<file path="src/sv/aarm_pkg.sv">
package aarm_pkg;

  localparam int unsigned TrigIterDefault = 16;
  localparam int unsigned AtanEntries     = 24;
  localparam int unsigned AngW            = 33;
  localparam int unsigned XyW             = 32;
  localparam logic signed [XyW-1:0] CordicGainQ30 = 32'sd652032874;
  localparam logic signed [17:0] OneQ16 = 18'sd65536;
  localparam logic signed [17:0] OutMax = 18'sd131071;
  localparam logic signed [17:0] OutMin = -18'sd131071 - 18'sd1;

  typedef struct packed {
    logic signed [XyW-1:0] x;
    logic signed [XyW-1:0] y;
    logic signed [AngW-1:0] z;
    logic                   flip;
    logic signed [15:0]     nx;
    logic signed [15:0]     ny;
    logic signed [15:0]     nz;
  } cordic_stage_t;

  // atan(2^-i) as a binary angle, 2^32 for a full turn.
  function automatic logic signed [AngW-1:0] atan_entry(input int unsigned idx);
    logic signed [AngW-1:0] r;
    begin
      r = '0;
      unique case (idx)
        0: r = 33'sd536870912;
        1: r = 33'sd316933406;
        2: r = 33'sd167458907;
        3: r = 33'sd85004756;
        4: r = 33'sd42667331;
        5: r = 33'sd21354465;
        6: r = 33'sd10679838;
        7: r = 33'sd5340245;
        8: r = 33'sd2670163;
        9: r = 33'sd1335087;
        10: r = 33'sd667544;
        11: r = 33'sd333772;
        12: r = 33'sd166886;
        13: r = 33'sd83443;
        14: r = 33'sd41722;
        15: r = 33'sd20861;
        16: r = 33'sd10430;
        17: r = 33'sd5215;
        18: r = 33'sd2608;
        19: r = 33'sd1304;
        20: r = 33'sd652;
        21: r = 33'sd326;
        22: r = 33'sd163;
        23: r = 33'sd81;
        default: r = '0;
      endcase
      return r;
    end
  endfunction

endpackage

</file>
<file path="src/sv/aarm_cordic_cell.sv">
module aarm_cordic_cell
  import aarm_pkg::*;
#(
  parameter int unsigned STEP = 0
) (
  input  logic          clk,
  input  logic          en,
  input  cordic_stage_t d_in,
  output cordic_stage_t d_out
);

  cordic_stage_t q_r;
  cordic_stage_t q_nxt;
  logic signed [XyW-1:0] dx;
  logic signed [XyW-1:0] dy;

  // Arithmetic shift floors, matching the rounding of the stage.
  assign dx = d_in.y >>> STEP;
  assign dy = d_in.x >>> STEP;

  always_comb begin
    q_nxt = d_in;
    if (!d_in.z[AngW-1]) begin
      q_nxt.x = d_in.x - dx;
      q_nxt.y = d_in.y + dy;
      q_nxt.z = d_in.z - atan_entry(STEP);
    end else begin
      q_nxt.x = d_in.x + dx;
      q_nxt.y = d_in.y - dy;
      q_nxt.z = d_in.z + atan_entry(STEP);
    end
  end

  always_ff @(posedge clk) begin
    if (en) begin
      q_r <= q_nxt;
    end
  end

  assign d_out = q_r;

endmodule

</file>
<file path="config.mk">
export PLATFORM = sky130hd
export DESIGN_NAME = aarm_cordic_cell
export DESIGN_NICKNAME = d
export VERILOG_FILES = /design/src/sv/aarm_pkg.sv /design/src/sv/aarm_cordic_cell.sv
export SDC_FILE = /design/constraint.sdc
export NUM_CORES = 1
export LEC_CHECK = 0
export BUFFER_PORTS_ARGS = -buffer_cell sky130_fd_sc_hd__buf_2
export CAP_MARGIN = 30
export CELL_PAD_IN_SITES_DETAIL_PLACEMENT = 1
export CELL_PAD_IN_SITES_GLOBAL_PLACEMENT = 1
export CORE_MARGIN = 3
export CORE_UTILIZATION = 41
export CTS_BUF_LIST = sky130_fd_sc_hd__clkbuf_8
export CTS_CLUSTER_DIAMETER = 80
export DETAILED_ROUTE_END_ITERATION = 6
export GPL_TIMING_DRIVEN = 1
export PLACE_DENSITY = 0.88
export SYNTH_ARGS = -nofsm -noshare
export SYNTH_HDL_FRONTEND = slang
export SYNTH_SLANG_ARGS = --single-unit
</file>
<file path="constraint.sdc">
create_clock -name clk -period 4.2 [get_ports clk]
set_clock_uncertainty 0.1 [all_clocks]
set_input_delay 0.42 -clock clk [delete_from_list [all_inputs] [get_ports clk]]
set_output_delay 0.42 -clock clk [all_outputs]
set_load 0.005 [all_outputs]
</file>
==> impl_metrics.yaml <==
cts:
  root_buffer: "clkbuf_8"
  postCtsSetupBuffers: 0
  path_clk_slew_ps: 100
  cts_tree: "yes"
  htree_levels: 4
  cts.sinks: 145
  numCtsBuffers: 17
  cts_buffer_depth: 2
critical_path:
  start_kind: "input pin"
  cp.required_ps: 4280
  crit_start: "d_in[82]"
  cp.arrival_ps: 3530
  worst-path-max-fanout: 5
  crit_type: "in2reg"
  end_kind: "flop"
flow_run:
  drv_cap: 0
sta:
  slew_headroom_pct: 51.2
  fin_ws_ps: 754
  fin_crit_sh_pct: 82.0
  finalHoldViolations: 0
  drv_slew: 0
  setup_violations: 0
  fin_tns_setup_ps: 0
  period_needed_ps: 3450
  grt_setup_unrepaired: "false"
  max_freq_mhz: 290
  worst_pin_slew_ps: 733
die:
  die_w_um: 160
  core_area_um2: 22900
  rows: 55
  num_io_pins: 294
  initial_core_util_pct: 42.2
  dieArea_um2: 25500
  die_h_um: 160
yosys:
  synth_edf_count: 145
  syn_inst: 940
  netlist_top_cells_area: "edfxtp_1 45%, ha_1 12%, a21oi_1 5.6%"
  synthesis.area_um2: 9670
  synthFlopType: "edfxtp_1"
  ys_types: 64
  synth.top_cell.area_share_pct: 45.0
  ys_warn_count: 0
  postSynthAreaPerCell_um2: 10.3
  synthArstFlopShare_pct: 0
  synth_seq_cells: 145
  synth_top_area_cell: "edfxtp_1"
  syn_nets: 1188
  ys_seq_area_share_pct: 45.0
global_routing:
  grt-ovfl-total: 0
  grt_max_degree: 92
  antenna_found_initial: 1
  grt_pass1_vias: 9016
  grt_usage_pct: 25.4
  grt_pass1_wl_um: 50700
layout:
  final_nets: 1472
  area_growth_pct: 22.7
  layout_commonest_cell: "buf_2"
  layout.core_utilization_pct: 51.8
  final_cell_mix: "292 x buf_2, 145 x edfxtp_1, 108 x a21oi_1"
  layout-drive-gt1-share_pct: 28.2
  final_cell_count_no_fill: 1550
  largest_reg_flops: 145
  nFillCells: 2693
hold_path:
  hold_class: "in2reg"
  hold_start: "d_in[4]"
  holdPathStages: 1
route:
  routed_wl_um: 33500
  route.detailed.drc: 0
  vias: 8543
  ant_nets: 0
  dr.pass1.iters: 5
  vias_per_cell: 5.51
  drt_iter0_markers: 633
  routedWlPerCell_um: 21.6
placement:
  gp_congestion: 0.917
  place_ws_ps: 413
  io_buffer_count: 293
  dp_hpwl_um: 26000
  post-place-cells: 1511
power:
  p_total_mw: 4.20
  powerDensity_nw_per_um2: 353
  ir_worst_vdd_mv: 0.149
  p_leak_nw: 5.29
run_status:
  outcome: "finished clean"
cell families (layout without fill, tap and decap cells):
| family | count (synthesis) | count (layout) | synth area share [%] |
|---|---|---|---|
| AO/OA/AOI/OAI | 297 | 297 | 20.1 |
| flip-flops | 145 | 145 | 45.0 |
| multiplexers | 11 | 11 | 1.14 |
| other | 0 | 1 | 0 |
| adder cells (fa/ha/maj) | 100 | 100 | 13.3 |
| AND/OR/NAND/NOR | 187 | 187 | 9.14 |
| XOR/XNOR | 62 | 62 | 5.62 |
| buffers and inverters | 138 | 434 | 5.72 |
critical path, cell delays in order:
cell and delay [ps]:
buf_2 120, ha_1 230, fa_1 410, nor2b_2 180, nor3_1 310, o41ai_4 170
a311oi_2 630, o21a_1 340, o41a_4 220, o211ai_2 80, a41oi_1 270, xor2_1 130
final timing paths:
check | end
hold / removal | d_out[4]
setup / recovery | d_out[110]
report_power, final:
part	internal, mW	switching [mW]
logic	0.478	0.713
registers	1.81	0.0594
clock network	0.488	0.642
total	2.78	1.41
synthesized netlist by cell type (5+ instances only):
| cell type | n |
|---|---|
| clkbuf_1 | 26 |
| a21o_1 | 21 |
| ha_1 | 96 |
| nor2_1 | 66 |
| nand3_1 | 10 |
| a211o_1 | 5 |
| edfxtp_1 | 145 |
| a21oi_1 | 108 |
| nor4_1 | 8 |
| xnor2_1 | 48 |
| nand2_1 | 40 |
| a2111oi_0 | 5 |
| a211oi_1 | 10 |
| buf_2 | 10 |
| nand4_1 | 8 |
| nor2b_1 | 15 |
| mux2i_1 | 11 |
| nor3_1 | 14 |
| o31ai_1 | 6 |
| inv_1 | 90 |
| o31a_1 | 5 |
| o211ai_1 | 8 |
| xor2_1 | 14 |
| o21bai_1 | 22 |
| o21a_1 | 8 |
| nand2b_1 | 8 |
| a31oi_1 | 8 |
| o21ai_0 | 51 |
stage by stage:
stage	hold WS [ps]	instance area [µm²]
after floorplan	419	9670
after global placement	496	11400
after detailed placement	498	11400
after CTS	3.10	11800
after global routing	-1.33	11900
final	29.0	11900
cell type report:
type / instances / area [µm²] / share of cell area [%]
antenna: 1 / 2.50 / 0.0211
clock buffer: 17 / 234 / 1.97
clock inverter: 14 / 149 / 1.25
inverter: 94 / 353 / 2.97
multi-input combinational: 657 / 4760 / 40.1
sequential: 145 / 4350 / 36.7
tap: 313 / 392 / 3.30
timing repair buffer: 309 / 1620 / 13.7
metal layers:
layer	wire length [µm]	GRT usage, %	part of all wire (%)
met5	0	0	0
met4	1000	9.59	3.0
met3	2160	5.15	6.5
met2	17000	45.1	51
met1	13400	30.2	40
repair_timing:
action                    CTS  global route
hold endpoints to repair    0             7
gates resized for setup     0             0
hold buffers                0             7
(Power assumes the default switching activity.)
